`config.mk`:
```
export PLATFORM = sky130hd
export DESIGN_NAME = sid_cell
export DESIGN_NICKNAME = d
export VERILOG_FILES = /design/src/assert_macros.svh /design/src/sid_pkg.sv /design/src/sid_cell.sv
export SDC_FILE = /design/constraint.sdc
export NUM_CORES = 1
export LEC_CHECK = 0
export BUFFER_PORTS_ARGS = -buffer_cell sky130_fd_sc_hd__buf_2
export CORE_AREA = 2 2 115 117
export CTS_CLUSTER_SIZE = 16
export DETAILED_ROUTE_END_ITERATION = 10
export DIE_AREA = 0 0 117 119
export HOLD_SLACK_MARGIN = 0.05
export MAX_ROUTING_LAYER = met4
export PLACE_DENSITY = 0.92
export SLEW_MARGIN = 20
export SYNTH_ARGS = -nofsm -noshare
export SYNTH_HDL_FRONTEND = slang
export SYNTH_SLANG_ARGS = --single-unit
```
`constraint.sdc`:
```
create_clock -name clk -period 5.55 [get_ports clk]
set_input_delay 0 -clock clk [delete_from_list [all_inputs] [get_ports clk]]
set_output_delay 0 -clock clk [all_outputs]
set_load 0.02 [all_outputs]
```
`src/assert_macros.svh`:
```
// ----------------------------------------------------------------------------
// assert_macros.svh
// shared concurrent assertion macros for the divider project
// ----------------------------------------------------------------------------
`ifndef ASSERT_MACROS_SVH
`define ASSERT_MACROS_SVH

// same-cycle implication, checked outside reset
`define SID_ASSERT_NOW(label, clk, rst_n, ante, cons) \
  label: assert property (@(posedge clk) disable iff (!rst_n) (ante) |-> (cons)) \
    else $error("assertion failed");

// next-cycle implication, checked outside reset
`define SID_ASSERT_NEXT(label, clk, rst_n, ante, cons) \
  label: assert property (@(posedge clk) disable iff (!rst_n) (ante) |=> (cons)) \
    else $error("assertion failed");

`endif

```
`src/sid_pkg.sv`:
```
`timescale 1ns / 1ps
// ----------------------------------------------------------------------------
// sid_pkg
// types and constants shared by the signed divider cells and top level
// ----------------------------------------------------------------------------
package sid_pkg;

  localparam int WORD_W = 32;          // operand and quotient width
  localparam int MAG_W  = WORD_W + 1;  // magnitude width, holds 2^31
  localparam int STEPS  = MAG_W;       // one quotient bit per cell

  localparam logic [WORD_W-1:0] QUO_MAX = 32'h7FFF_FFFF;
  localparam logic [WORD_W-1:0] QUO_MIN = 32'h8000_0000;
  localparam logic [MAG_W-1:0]  POS_SAT = {1'b0, QUO_MAX};
  localparam logic [MAG_W-1:0]  NEG_SAT = {1'b0, QUO_MIN};  // QUO_MAX + 1

  // payload handed from cell to cell
  typedef struct packed {
    logic              neg;   // quotient takes a minus sign
    logic              dz;    // divisor was zero
    logic [MAG_W-1:0]  rem;   // partial remainder
    logic [MAG_W-1:0]  num;   // dividend magnitude, next bit on top
    logic [WORD_W-1:0] den;   // divisor magnitude
    logic [MAG_W-1:0]  quo;   // quotient bits so far
  } sid_stage_t;

endpackage

```
`src/sid_cell.sv`:
```
`timescale 1ns / 1ps
// ----------------------------------------------------------------------------
// sid_cell
// one restoring shift-subtract step, registered toward the next cell
// ----------------------------------------------------------------------------
module sid_cell (
  input  logic               clk,
  input  logic               rst_n,
  input  logic               en,
  input  logic               valid_i,
  input  sid_pkg::sid_stage_t stage_i,
  output logic               valid_o,
  output sid_pkg::sid_stage_t stage_o
);
  import sid_pkg::*;

  logic [MAG_W-1:0] rem_sh;
  logic             take;
  sid_stage_t       stage_nxt;
  sid_stage_t       stage_r;
  logic             valid_r;

  always_comb begin
    rem_sh              = {stage_i.rem[MAG_W-2:0], stage_i.num[MAG_W-1]};
    take                = rem_sh >= {1'b0, stage_i.den};
    stage_nxt           = stage_i;
    stage_nxt.rem       = take ? (rem_sh - {1'b0, stage_i.den}) : rem_sh;
    stage_nxt.num       = {stage_i.num[MAG_W-2:0], 1'b0};
    stage_nxt.quo       = {stage_i.quo[MAG_W-2:0], take};
  end

  always_ff @(posedge clk) begin
    if (!rst_n) begin
      valid_r <= 1'b0;
    end else if (en) begin
      valid_r <= valid_i;
    end
  end

  always_ff @(posedge clk) begin
    if (en) begin
      stage_r <= stage_nxt;
    end
  end

  assign valid_o = valid_r;
  assign stage_o = stage_r;

endmodule

```
==> results.sh <==
export IMPL_grt_antenna_before_repair=3
export IMPL_cap_violations=0
export IMPL_powerDensity_nw_per_um2=327
export IMPL_setup_viol_count_final=0
export IMPL_ctsHtreeMaxLevel=4
export IMPL_drive_gt1_frac=0.339
export IMPL_synth_cell_types=62
export IMPL_timing_critical_path_slowest_cell_delay_ns=0.54
export IMPL_crit_path_cell_trace="dlygate4sd3_1, buf_2, inv_1, ha_1, nor2b_1, o31ai_2, a211oi_1, o211ai_2, nand4_2, nand2_4, o21ai_0"
export IMPL_power_switching_fraction=0.309
export IMPL_boundaryPins=271
export IMPL_worstPathArrival_ns=3.25
export IMPL_cp_data_required_time_ns=5.65
export IMPL_critical_path_buf_inv_count=3
export IMPL_placement_rows=42
export IMPL_tightest_slew_ns=1.07
export IMPL_cts_buffer_depth=2
export IMPL_drt_wl_total_mm=24.9
export IMPL_via_count_of_the_first_global_routing_pass=6319
export IMPL_synth_top_flop_cell="edfxtp_1"
export IMPL_critical_path_slowest_cell="nand2_4"
export IMPL_crit_cells=11
export IMPL_maxSlewHeadroom=0.286
export IMPL_tritoncts_clock_tree="yes"
export IMPL_start_kind="primary input"
export IMPL_slew_violations=0
export IMPL_synth_ff_latch_count=133
export IMPL_starting_drt_drc_count=666
export IMPL_power_share_clock=0.375
export IMPL_die_x_microns=117
export IMPL_share_comb_of_total_power=0.233
export IMPL_cts_clk_slew_worst_paths_ns=0.07
export IMPL_layout_worst_path_cycle_share=0.567
export IMPL_dieHeight_microns=119
export IMPL_r2r_worst_path_cells=3
export IMPL_synthesis_instances=513
export IMPL_nets=1088
export IMPL_global_route_overflow_total=0
export IMPL_groute_usage_overall=0.369
export IMPL_cts_sinks=133
export IMPL_critical_path_max_fanout=65
export IMPL_critPathCaptureType="flip-flop"
export IMPL_hold_viol_final=0
export IMPL_core_region_area_sq_um=12900
export IMPL_detail_route_wl_per_cell_microns=22.4
export IMPL_internal_power_uw=2240
export IMPL_pin_count_of_the_biggest_net_entering_global_routing=85
export IMPL_effective_utilization_at_floorplan=0.500
export IMPL_switching_power_uw=1000
export IMPL_cts_inserted_buffers=17
export IMPL_clk_root_buffer_cell="clkbuf_16"
export IMPL_clock_latency_ns=0.43
export IMPL_num_vias=6288
export IMPL_clock_skew_final_ns=0
export IMPL_worstHoldPathType="primary input to flip-flop"
export IMPL_postSynthNetCount=683
export IMPL_period_needed_ns=3.15
export IMPL_synthesis_area_sq_um=6440
export IMPL_power_leakage_uw=0.00442
export IMPL_hold_path_depth=2
export IMPL_post_drt_via_cell_ratio=5.66
export IMPL_wire_length_of_the_first_global_routing_pass_mm=36.4
export IMPL_detail_route_antenna_nets=0
export IMPL_detail_route_drc_violations=0
export IMPL_run_status="finished clean"
export IMPL_synth_edff_count=132
export IMPL_buffer_ports_inserted=267
export IMPL_finalPower_uw=3240
export IMPL_setup_tns_final_ns=0
export IMPL_peakVddDrop_uv=181
export IMPL_area_delta_synth_final_pct=53.6
export IMPL_first_pass_iters=7
export IMPL_synth_async_reset_ratio=0
export IMPL_setup_worst_path_class="primary input to flip-flop"
export IMPL_fmax_ghz=0.318
export IMPL_place_congestion=0.891
export IMPL_design_die_area_sq_um=13900
export IMPL_dp_hpwl_mm=13.2
export IMPL_unrepaired_setup_endpoints_after_global_routing="false"
export IMPL_critical_path_top_delay_family="compound AO/OA/AOI/OAI gates"
export IMPL_synth_seq_area_share=0.619
export IMPL_yosys_warnings=0
export IMPL_synth_avg_cell_area_sq_um=12.5
export IMPL_flop_pwr_share=0.392
## cells in the mapped netlist, types with 2 or more instances
library cell	n	share of area
o21ai_0	44	0.034
nand4_1	4	0.0039
buf_6	2	0.0035
inv_1	38	0.022
nor3_1	3	0.0023
a31oi_1	2	0.0019
o21ai_2	2	0.0027
nand2b_1	8	0.0078
buf_2	7	0.0054
o21a_1	5	0.0058
nor2_1	20	0.012
o211a_1	2	0.0031
clkbuf_1	4	0.0023
o211ai_1	3	0.0035
and2_1	6	0.0058
nor2b_1	5	0.0049
edfxtp_1	132	0.62
a21oi_1	26	0.020
xnor2_1	9	0.012
and3_1	3	0.0029
xor2_1	18	0.024
buf_4	2	0.0023
o21ai_1	5	0.0039
nor3b_1	3	0.0035
a21boi_0	2	0.0023
nor4_1	2	0.0019
nand3_1	8	0.0062
ha_1	32	0.062
a21o_1	19	0.022
o21bai_1	3	0.0035
nand2_1	58	0.034
a211oi_1	6	0.0070
## stage by stage
step	worst slack (ns)	utilization	area [sq um]	std cells	hold WS, ns
4_1_cts	2.21	0.767	9880	1107	0.258
6_report	2.40	0.768	9890	1110	0.280
3_3_place_gp	2.41	0.615	7920	941	0.177
3_5_place_dp	2.29	0.615	7920	941	0.178
2_1_floorplan	3.26	-	6440	513	0.0989
5_1_grt	2.13	0.768	9890	1110	0.291
## cell usage in the layout, fill, tap and decap left out, drive strengths merged, types with 3 or more instances in the layout
master         n
a211oi         8
a21o          19
a21oi         27
and2           6
and3           3
buf          268
bufinv         3
clkbuf        17
clkinv         3
diode          3
dlygate4sd3  134
edfxtp       132
ha            32
inv           46
nand2         58
nand2b         8
nand3          8
nand4          5
nor2          20
nor2b          5
nor3           4
nor3b          3
o211ai         4
o21a           5
o21ai         51
o21bai         3
xnor2          9
xor2          18
## final cells by class
cell class / instances / area (sq um)
antenna: 3 / 7.51
clock buffer: 17 / 425
clock inverter: 15 / 193
fill: 705 / 2990
inverter: 39 / 146
multi-input combinational: 325 / 2220
sequential: 133 / 3980
tap: 176 / 220
timing repair buffer: 402 / 2690
## path summary, 6_finish.rpt
path / from / end / slack (ns)
worst max-delay path: stage_i[34] / stage_o[120]$_DFFE_PP_ / 2.40
worst min-delay path: stage_i[90] / stage_o[91]$_DFFE_PP_ / 0.28
worst max register to register: valid_o$_SDFFE_PN0P_ / valid_o$_SDFFE_PN0P_ / 4.35
worst min register to register: valid_o$_SDFFE_PN0P_ / valid_o$_SDFFE_PN0P_ / 1.11
## logic make-up (layout without fill, tap and decap cells)
group,count (synthesis),count (layout),share of synthesized area
buffers and inverters,55,473,0.0371
muxes,2,2,0.00330
other,1,4,0.000583
xor gates and xnor gates,27,27,0.0367
DFF,133,133,0.619
adders and majority gates,33,33,0.0653
AOI/OAI and AO/OA,136,136,0.145
and+or+nand+nor,126,126,0.0935
## power by group through the flow
stage	Clock, uW	Sequential, uW	Combinational, uW
after floorplan	0	1410	257
after global placement	0	1270	607
after detailed placement	0	1280	625
after CTS	1190	1260	709
after global routing	1260	1270	800
final	1210	1270	755
## layer usage
layer | vias up | wire [microns] | GRT usage
met5 | - | 0 | -
met4 | 0 | 1670 | 0.220
met3 | 142 | 2740 | 0.132
met2 | 475 | 11800 | 0.575
met1 | 2965 | 8630 | 0.402
li1 | 2706 | - | -
## worst register-to-register path, stage by stage, from the launching register on
cell           delay [ns]
dfxtp_1              0.32
mux2i_1              0.15
nor2b_1              0.07
dlygate4sd3_1        0.55
## repair_timing
action	4_1_cts	5_1_grt
endpoints found under the setup margin	0	0
endpoints found under the hold margin	181	0
hold buffers	134	0
buffers inserted	0	0
gates resized for setup	0	0
## registers in the layout, indices dropped and copies added, names as in the netlist
signal and count:
stage_o 132, valid_o 1
Power figures use the tool's default switching activity.
