--- src/assert_macros.svh ---
// ----------------------------------------------------------------------------
// assert_macros.svh
// shared concurrent assertion macros for the divider project
// ----------------------------------------------------------------------------
`ifndef ASSERT_MACROS_SVH
`define ASSERT_MACROS_SVH

// same-cycle implication, checked outside reset
`define SID_ASSERT_NOW(label, clk, rst_n, ante, cons) \
  label: assert property (@(posedge clk) disable iff (!rst_n) (ante) |-> (cons)) \
    else $error("assertion failed");

// next-cycle implication, checked outside reset
`define SID_ASSERT_NEXT(label, clk, rst_n, ante, cons) \
  label: assert property (@(posedge clk) disable iff (!rst_n) (ante) |=> (cons)) \
    else $error("assertion failed");

`endif

--- src/sid_pkg.sv ---
`timescale 1ns / 1ps
// ----------------------------------------------------------------------------
// sid_pkg
// types and constants shared by the signed divider cells and top level
// ----------------------------------------------------------------------------
package sid_pkg;

  localparam int WORD_W = 32;          // operand and quotient width
  localparam int MAG_W  = WORD_W + 1;  // magnitude width, holds 2^31
  localparam int STEPS  = MAG_W;       // one quotient bit per cell

  localparam logic [WORD_W-1:0] QUO_MAX = 32'h7FFF_FFFF;
  localparam logic [WORD_W-1:0] QUO_MIN = 32'h8000_0000;
  localparam logic [MAG_W-1:0]  POS_SAT = {1'b0, QUO_MAX};
  localparam logic [MAG_W-1:0]  NEG_SAT = {1'b0, QUO_MIN};  // QUO_MAX + 1

  // payload handed from cell to cell
  typedef struct packed {
    logic              neg;   // quotient takes a minus sign
    logic              dz;    // divisor was zero
    logic [MAG_W-1:0]  rem;   // partial remainder
    logic [MAG_W-1:0]  num;   // dividend magnitude, next bit on top
    logic [WORD_W-1:0] den;   // divisor magnitude
    logic [MAG_W-1:0]  quo;   // quotient bits so far
  } sid_stage_t;

endpackage

--- src/sid_fixup.sv ---
`timescale 1ns / 1ps
// ----------------------------------------------------------------------------
// sid_fixup
// applies sign, saturation and the zero-divisor override to a magnitude
// ----------------------------------------------------------------------------
module sid_fixup (
  input  sid_pkg::sid_stage_t          stage_i,
  output logic [sid_pkg::WORD_W-1:0]   quotient,
  output logic                         divide_by_zero
);
  import sid_pkg::*;

  always_comb begin
    divide_by_zero = stage_i.dz;
    if (stage_i.dz) begin
      quotient = '0;
    end else if (!stage_i.neg) begin
      quotient = (stage_i.quo >= POS_SAT) ? QUO_MAX : stage_i.quo[WORD_W-1:0];
    end else begin
      quotient = (stage_i.quo >= NEG_SAT) ? QUO_MIN
                                          : (WORD_W'(0) - stage_i.quo[WORD_W-1:0]);
    end
  end

endmodule

--- config.mk ---
export PLATFORM = sky130hd
export DESIGN_NAME = sid_fixup
export DESIGN_NICKNAME = d
export VERILOG_FILES = /design/src/assert_macros.svh /design/src/sid_pkg.sv /design/src/sid_fixup.sv
export SDC_FILE = /design/constraint.sdc
export NUM_CORES = 1
export LEC_CHECK = 0
export BUFFER_PORTS_ARGS = -buffer_cell sky130_fd_sc_hd__buf_2
export CORE_ASPECT_RATIO = 2
export CORE_MARGIN = 1.5
export CORE_UTILIZATION = 34
export DETAILED_ROUTE_END_ITERATION = 12
export GPL_TIMING_DRIVEN = 0
export PLACE_DENSITY = 0.85
export SLEW_MARGIN = 5
export SYNTH_ARGS = -nofsm -noshare
export SYNTH_HDL_FRONTEND = slang
export SYNTH_SLANG_ARGS = --single-unit
export TNS_END_PERCENT = 50
--- constraint.sdc ---
create_clock -name vclk -period 1.79
set_input_delay 0.0895 -clock vclk [all_inputs]
set_output_delay 0.0895 -clock vclk [all_outputs]
set_load 0.005 [all_outputs]
==> results of run 1 <==
==> routing by layer <==
layer	global-route usage (%)	vias to the layer above	wire, microns
met5	0	-	0
met4	14.12	0	399
met3	2.200	57	611
met2	46.53	206	3422
met1	29.43	1062	2249
li1	-	1006	-
==> cell families after synthesis <==
family | after synthesis
xor+xnor | 1
simple gates | 104
mux | 1
buf+inv | 28
compound gates | 78
fa+ha+maj | 2
==> report_power, final <==
part | internal (mW) | switching, mW | leakage [nW]
logic | 0.180 | 0.253 | 0.868
registers | 0 | 0 | 0
clock network | 0 | 0 | 0
total | 0.180 | 0.253 | 0.868
==> worst max-delay path by stage <==
stage	end	slack, ns	cells past startpoint
6_report	quotient[21]	-0.05	8
5_1_grt	quotient[3]	-0.22	8
4_1_cts	quotient[23]	-0.04	8
3_5_place_dp	quotient[28]	-0.51	9
3_3_place_gp	quotient[28]	-0.48	9
2_1_floorplan	quotient[29]	0.15	6
==> through the flow <==
step,cell area (sq um),utilization [%]
3_5_place_dp,1675,45.95
5_1_grt,2180,59.78
3_3_place_gp,1675,45.95
4_1_cts,1933,53.02
6_report,2180,59.78
2_1_floorplan,1299,-
==> placed cells by master (no fill, tap or decap), types with 3 or more instances in the layout <==
| master | instances |
|---|---|
| buf_4 | 17 |
| a311oi_1 | 3 |
| a21oi_2 | 5 |
| buf_8 | 3 |
| a21oi_1 | 13 |
| nor2_1 | 21 |
| nor4_4 | 4 |
| or2_2 | 3 |
| a31oi_1 | 4 |
| buf_6 | 6 |
| inv_1 | 6 |
| buf_2 | 57 |
| o41ai_2 | 6 |
| nand3_2 | 4 |
| o31ai_1 | 3 |
| nand4_1 | 11 |
| o41ai_1 | 5 |
| nand3_1 | 11 |
| a311oi_2 | 3 |
| o21ai_0 | 12 |
| clkbuf_4 | 5 |
| a211oi_1 | 3 |
| clkbuf_2 | 4 |
| nor3_1 | 8 |
| nand2_1 | 16 |
| clkbuf_1 | 5 |
==> timing repair <==
action / in CTS / in global routing
hold buffers: 0 / 0
pin swaps: 22 / 21
setup buffers: 9 / 6
setup endpoints to repair: 28 / 27
resized for setup: 46 / 47
cloned: 0 / 1
==> layout make-up <==
cell class | instances | area (sq um) | share of cell area [%]
timing repair buffer | 79 | 499.2 | 22.90
tap | 49 | 61.31 | 2.813
multi-input combinational | 186 | 1459 | 66.93
buffer | 19 | 127.6 | 5.855
inverter | 8 | 32.53 | 1.493
==> critical path, delay by kind of cell <==
family / cells / cell delay [ns]
AOI/OAI and AO/OA: 2 / 0.43
buffers and inverters: 3 / 0.35
and+or+nand+nor: 3 / 0.88
==> results_dict.tcl, run 1 <==
set metrics [dict create \
    status "complete, but fails checks" \
    failed_checks "negative setup slack" \
    route.detailed.drc 0 \
    grt_overflow 0 \
    fill_cells 351 \
    wirelength_microns 6683 \
    crit_path_end_kind "output pin" \
    netlist.area_leader.share_pct 7.322 \
    seq_cell_count 0 \
    synthMuxAreaShare_pct 0.7707 \
    post-place-ws_ns -0.5051 \
    fin_nets 429 \
    layout_setup_ws_ns -0.04804 \
    vdd_drop_max_mv 0.09324 \
    synth_area_leaders "a21oi_1 (7.3%), o41ai_1 (6.7%), nor2_1 (6.6%)" \
    ys_top_cells_by_count "nor2_1 (23), a21oi_1 (19), nand2_1 (18)" \
    num_rows 31 \
    synth.cell_area_sq_um 1299 \
    drive_above_1_share_pct 51.03 \
    synth-compound-area-share_pct 42.29 \
    min_from "stage_i[26]" \
    dpl.hpwl_microns 4159 \
    max_stage_delay_ns 0.40 \
    hold-path-endpoint "quotient[26]" \
    maxCapViolations 0 \
    slew_violations 0 \
    ys_types 52 \
    ys_seq_area_share_pct 0 \
    ios 166 \
    syn_nets 349 \
    arrival_ns 1.75 \
    fin_crit_ns 1.838 \
    fmax_ghz 0.5441 \
    holdPathStages 3 \
    grt_usage_pct 26.69 \
    p_per_area_nw_per_um2 198.9 \
    startpoint_type "input port" \
    regArea_sq_um 0 \
    avgSynthCellArea_sq_um 6.069 \
    synthCells 214 \
    path_cells "buf_8, or3_4, buf_6, nor4_4, nand2_2, o311ai_2, o211a_1, buf_2" \
    grt_max_degree 11 \
    yosysWarnings 0 \
    worstMarginPinSlew_ns 0.6389 \
    port_buffers 63 \
    syn2layout_area_growth_pct 67.82 \
    vias 2331 \
    diodes 0 \
    rsz0062_at_grt "yes" \
    synth_xor_area_share_pct 0.6744 \
    dieArea_sq_um 4222 \
    gp_congestion 1.010 \
    crit_fanout 5 \
    synthAdderAreaFrac_pct 1.927 \
    wl_per_cell_microns 19.60 \
    cp_slowest_cell "or3_4" \
    start_util_pct 35.62 \
    drtPass1Iterations 5 \
    synth-simple-area-share_pct 44.32 \
    holdWs_ns 0.4735 \
    drtIter0Drc 162 \
    coreArea_sq_um 3646 \
    startpoint "stage_i[0]" \
    leakagePower_nw 0.8682 \
    worstPathRequired_ns 1.70 \
    die_h_microns 90.41 \
    grt_pass1_wl_microns 9045 \
    synth_largest_area_cell "a21oi_1" \
    dp.cells 326 \
    hp-class "input port to output pin" \
    grt_pass1_vias 2099 \
    power_mw 0.4335 \
    fin_crit_sh_pct 102.7 \
    nClkBuffers 0 \
    setup_violations 10 \
    viasPerCell 6.836 \
    max-slew-margin-rel_pct 57.41 \
    yosysMostFrequentCell "nor2_1" \
    final_cells 341 \
    final_hold_viol_count 0 \
    synth_top_family_by_area "simple AND/OR/NAND/NOR gates" \
    antenna_found_initial 0 \
    critPathKind "input port to output pin" \
    ant_nets 0 \
    die_x_microns 46.70 \
    setup_tns_ns -0.2141 \
]
Note: power is estimated with default switching activity, not from simulation.
==> inputs of run 2 (changes only) <==
Settings changed: RECOVER_POWER from default to 50.
Clock period 1.79 ns to 2.1 ns, I/O delays scaled along.
==> results_dict.tcl, run 2 (synthesis results as in run 1) <==
set metrics [dict create \
    fmax_ghz 0.4847 \
    holdWs_ns 0.5299 \
    drtPass1Iterations 5 \
    layout_commonest_cell "buf_2" \
    hp-class "input port to output pin" \
    route.detailed.drc 0 \
    max-slew-margin-rel_pct 62.09 \
    holdPathStages 3 \
    fin_crit_sh_pct 98.24 \
    p_per_area_nw_per_um2 169.9 \
    final_cell_mix "buf_2 (57), nor2_1 (23), nand2_1 (18), a21oi_1 (18), clkbuf_1 (16)" \
    fin_nets 418 \
    cts_hold_buf 0 \
    wirelength_microns 5673 \
    maxCapViolations 0 \
    grt_pass1_wl_microns 8073 \
    leakagePower_nw 0.6900 \
    grt_max_degree 11 \
    hold-path-endpoint "quotient[24]" \
    final_hold_viol_count 0 \
    diodes 0 \
    critPathKind "input port to output pin" \
    slew_violations 0 \
    crit_path_end_kind "output pin" \
    regArea_sq_um 0 \
    dpl.hpwl_microns 4159 \
    vdd_drop_max_mv 0.06132 \
    seq_cell_count 0 \
    setup_violations 0 \
    arrival_ns 1.96 \
    drive_above_1_share_pct 35.59 \
    rsz0062_at_grt "no" \
    grt_pass1_vias 1912 \
    die_h_microns 90.41 \
    start_util_pct 35.62 \
    grt_usage_pct 23.53 \
    die_x_microns 46.70 \
    startpoint_type "input port" \
    nClkBuffers 0 \
    ios 166 \
    grt_overflow 0 \
    power_mw 0.3025 \
    worstMarginPinSlew_ns 0.5687 \
    fin_crit_ns 2.063 \
    syn2layout_area_growth_pct 37.09 \
    wl_per_cell_microns 17.19 \
    worstPathRequired_ns 2.00 \
    num_rows 31 \
    ant_nets 0 \
    dieArea_sq_um 4222 \
    viasPerCell 6.627 \
    vias 2187 \
    coreArea_sq_um 3646 \
    antenna_found_initial 0 \
    status "finished clean" \
    drtIter0Drc 171 \
    gp_congestion 1.010 \
    crit_fanout 6 \
    min_from "stage_i[24]" \
    port_buffers 63 \
]
[run 2: report_power, final]
group	internal (mW)	switching (mW)
registers	0	0
logic	0.117	0.186
clock network	0	0
total	0.117	0.186
[run 2: final cells by class]
cell class                 instances  area (sq um)
timing repair buffer              67         335.3
tap                               49         61.31
buffer                            20         103.9
inverter                           8         30.03
multi-input combinational        186          1250
fill                             401          1866
[run 2: worst max path at each step]
stage,start,end,slack [ns],cells past startpoint
detailed placement,stage_i[1],quotient[28],-0.23,9
global route,stage_i[10],quotient[3],0.006,8
finish,stage_i[1],quotient[29],0.04,8
global placement,stage_i[1],quotient[28],-0.20,9
floorplan,stage_i[1],quotient[29],0.43,6
CTS,stage_i[132],quotient[19],0.006,7
[run 2: repair_timing]
action	in CTS	in global routing
buffers inserted	0	4
setup endpoints to repair	16	28
cloned	0	0
gates resized for setup	4	18
hold endpoints to repair	0	0
pin swaps	0	4
[run 2: critical path, stage by stage]
cell,delay (ns)
buf_2,0.12
or3_4,0.43
or4_4,0.43
buf_6,0.16
o41ai_2,0.20
a21oi_1,0.12
a211oi_2,0.24
buf_2,0.15
[run 2: routing by layer]
metal	wire length, microns	vias up	track usage, %
li1	-	984	-
met1	2012	998	26.18
met2	2949	167	42.13
met3	469	38	1.800
met4	242	0	9.954
met5	0	-	0
[run 2: through the flow]
stage	cells	setup slack (ns)	instance area [sq um]	utilization, %	setup TNS (ns)
2_1_floorplan	214	0.4268	1299	-	0
3_3_place_gp	326	-0.2020	1675	45.95	-1.449
3_5_place_dp	326	-0.2261	1675	45.95	-1.523
4_1_cts	326	0.006305	1698	46.57	0
5_1_grt	330	0.005626	1780	48.83	0
6_report	330	0.03689	1780	48.83	0
==> inputs of run 3 (changes only) <==
--- a/config.mk
+++ b/config.mk
@@ -13,3 +13,3 @@
 export GPL_TIMING_DRIVEN = 0
-export PLACE_DENSITY = 0.85
+export PLACE_DENSITY_LB_ADDON = 0.05
 export RECOVER_POWER = 50
==> constraint.sdc (replaced) <==
create_clock -name vclk -period 2.1
set_input_delay 0.42 -clock vclk [all_inputs]
set_output_delay 0.42 -clock vclk [all_outputs]
set_load 0.005 [all_outputs]
==> results_dict.tcl, run 3 (synthesis results as in run 1) <==
set metrics [dict create \
    grt_pass1_vias 2008 \
    fmax_ghz 0.3935 \
    leakagePower_nw 0.9874 \
    wl_per_cell_microns 18.62 \
    grt_pass1_wl_microns 9763 \
    postLayoutCoreUtil_pct 66.51 \
    final_cells 350 \
    dieArea_sq_um 4222 \
    fin_crit_ns 2.541 \
    grt_overflow 0 \
    holdWs_ns 1.122 \
    num_rows 31 \
    rsz0062_at_grt "yes" \
    route.detailed.drc 0 \
    startpoint_type "input port" \
    antenna_found_initial 0 \
    drive_above_1_share_pct 56.48 \
    arrival_ns 2.12 \
    seq_cell_count 0 \
    grt_usage_pct 29.83 \
    die_h_microns 90.41 \
    coreArea_sq_um 3646 \
    gp_congestion 0.8814 \
    drtPass1Iterations 4 \
    worstPathRequired_ns 1.68 \
    cts_hold_buf 0 \
    grt_max_degree 11 \
    viasPerCell 6.163 \
    layout_setup_ws_ns -0.4413 \
    cp_slowest_cell "or4_4" \
    max_stage_delay_ns 0.49 \
    ant_nets 0 \
    diodes 0 \
    p_per_area_nw_per_um2 164.4 \
    drtIter0Drc 70 \
    start_util_pct 35.62 \
    post-place-ws_ns -0.7864 \
    nClkBuffers 0 \
    port_buffers 63 \
    fin_nets 438 \
    maxCapViolations 0 \
    vdd_drop_max_mv 0.1014 \
    hp-class "input port to output pin" \
    failed_checks "negative setup slack" \
    dp.cells 326 \
    vias 2157 \
    syn2layout_area_growth_pct 86.71 \
    max-slew-margin-rel_pct 56.39 \
    final_cell_mix "buf_2 (46), buf_4 (22), nor2_1 (19), buf_6 (19), nand2_1 (16)" \
    power_mw 0.3987 \
    wirelength_microns 6516 \
    crit_family "simple AND/OR/NAND/NOR gates" \
    dpl.hpwl_microns 4497 \
    slew_violations 0 \
    fin_crit_sh_pct 121.0 \
    setup_violations 31 \
    die_x_microns 46.70 \
    regArea_sq_um 0 \
    crit_path_end_kind "output pin" \
    path_cells "buf_8, or3_4, or4_4, o41ai_2, a21oi_1, a211oi_2, buf_2" \
    worst-path-buf-inv 2 \
    final_hold_viol_count 0 \
    crit_fanout 5 \
    status "complete, but fails checks" \
    ios 166 \
    worstMarginPinSlew_ns 0.6541 \
    critPathKind "input port to output pin" \
    layout_commonest_cell "buf_2" \
]
[run 3: cell types whose count changed in the layout (fill, tap and decap cells not counted), moves of 5 or more]
cell / change
a21oi_1: -8
buf_6: +18
buf_4: +15
clkbuf_1: -11
buf_2: -11
a21oi_2: +8
nand3_2: +6
nand3_1: -6
o41ai_2: +7
buf_8: +5
clkbuf_4: +5
o41ai_1: -7
[run 3: layout make-up]
class | instances | area [sq um]
multi-input cells | 186 | 1543
fillers | 371 | 1221
repair buffers | 88 | 636.9
plain buffers | 19 | 146.4
well taps | 49 | 61.31
inverters | 8 | 37.54
[run 3: repair_timing]
item	in CTS	in global routing
resized for setup	73	56
pin swaps	33	18
cloned	2	0
buffers inserted	14	9
setup endpoints to repair	31	32
[run 3: routing by layer]
metal	share of wire (%)	global-route usage [%]	wire, microns	vias up
met5	0	0	0	-
met1	35	32.97	2291	1029
met3	4.5	2.200	292	14
met2	58	54.17	3784	96
met4	2.3	11.57	147	0
li1	-	-	-	1018
[run 3: path summary, 6_finish.rpt]
kind	start	endpoint	slack, ns	cells after the start
hold / removal	stage_i[24]	quotient[24]	1.12	3
setup / recovery	stage_i[0]	quotient[29]	-0.44	7
[run 3: stage by stage]
stage / TNS [ns] / instance area [sq um]
after floorplan: -1.159 / 1380
after global placement: -17.52 / 1757
after detailed placement: -17.31 / 1757
after CTS: -8.860 / 2151
after global routing: -10.99 / 2425
final: -8.925 / 2425
[run 3: tightest hold or removal path, cell delays in order]
cell and delay, ns:
buf_8 0.09, o41ai_2 0.08, buf_2 0.12
[run 3: report_power, final]
group | internal [mW] | leakage [nW] | switching [mW]
clock network | 0 | 0 | 0
logic | 0.180 | 0.987 | 0.219
registers | 0 | 0 | 0
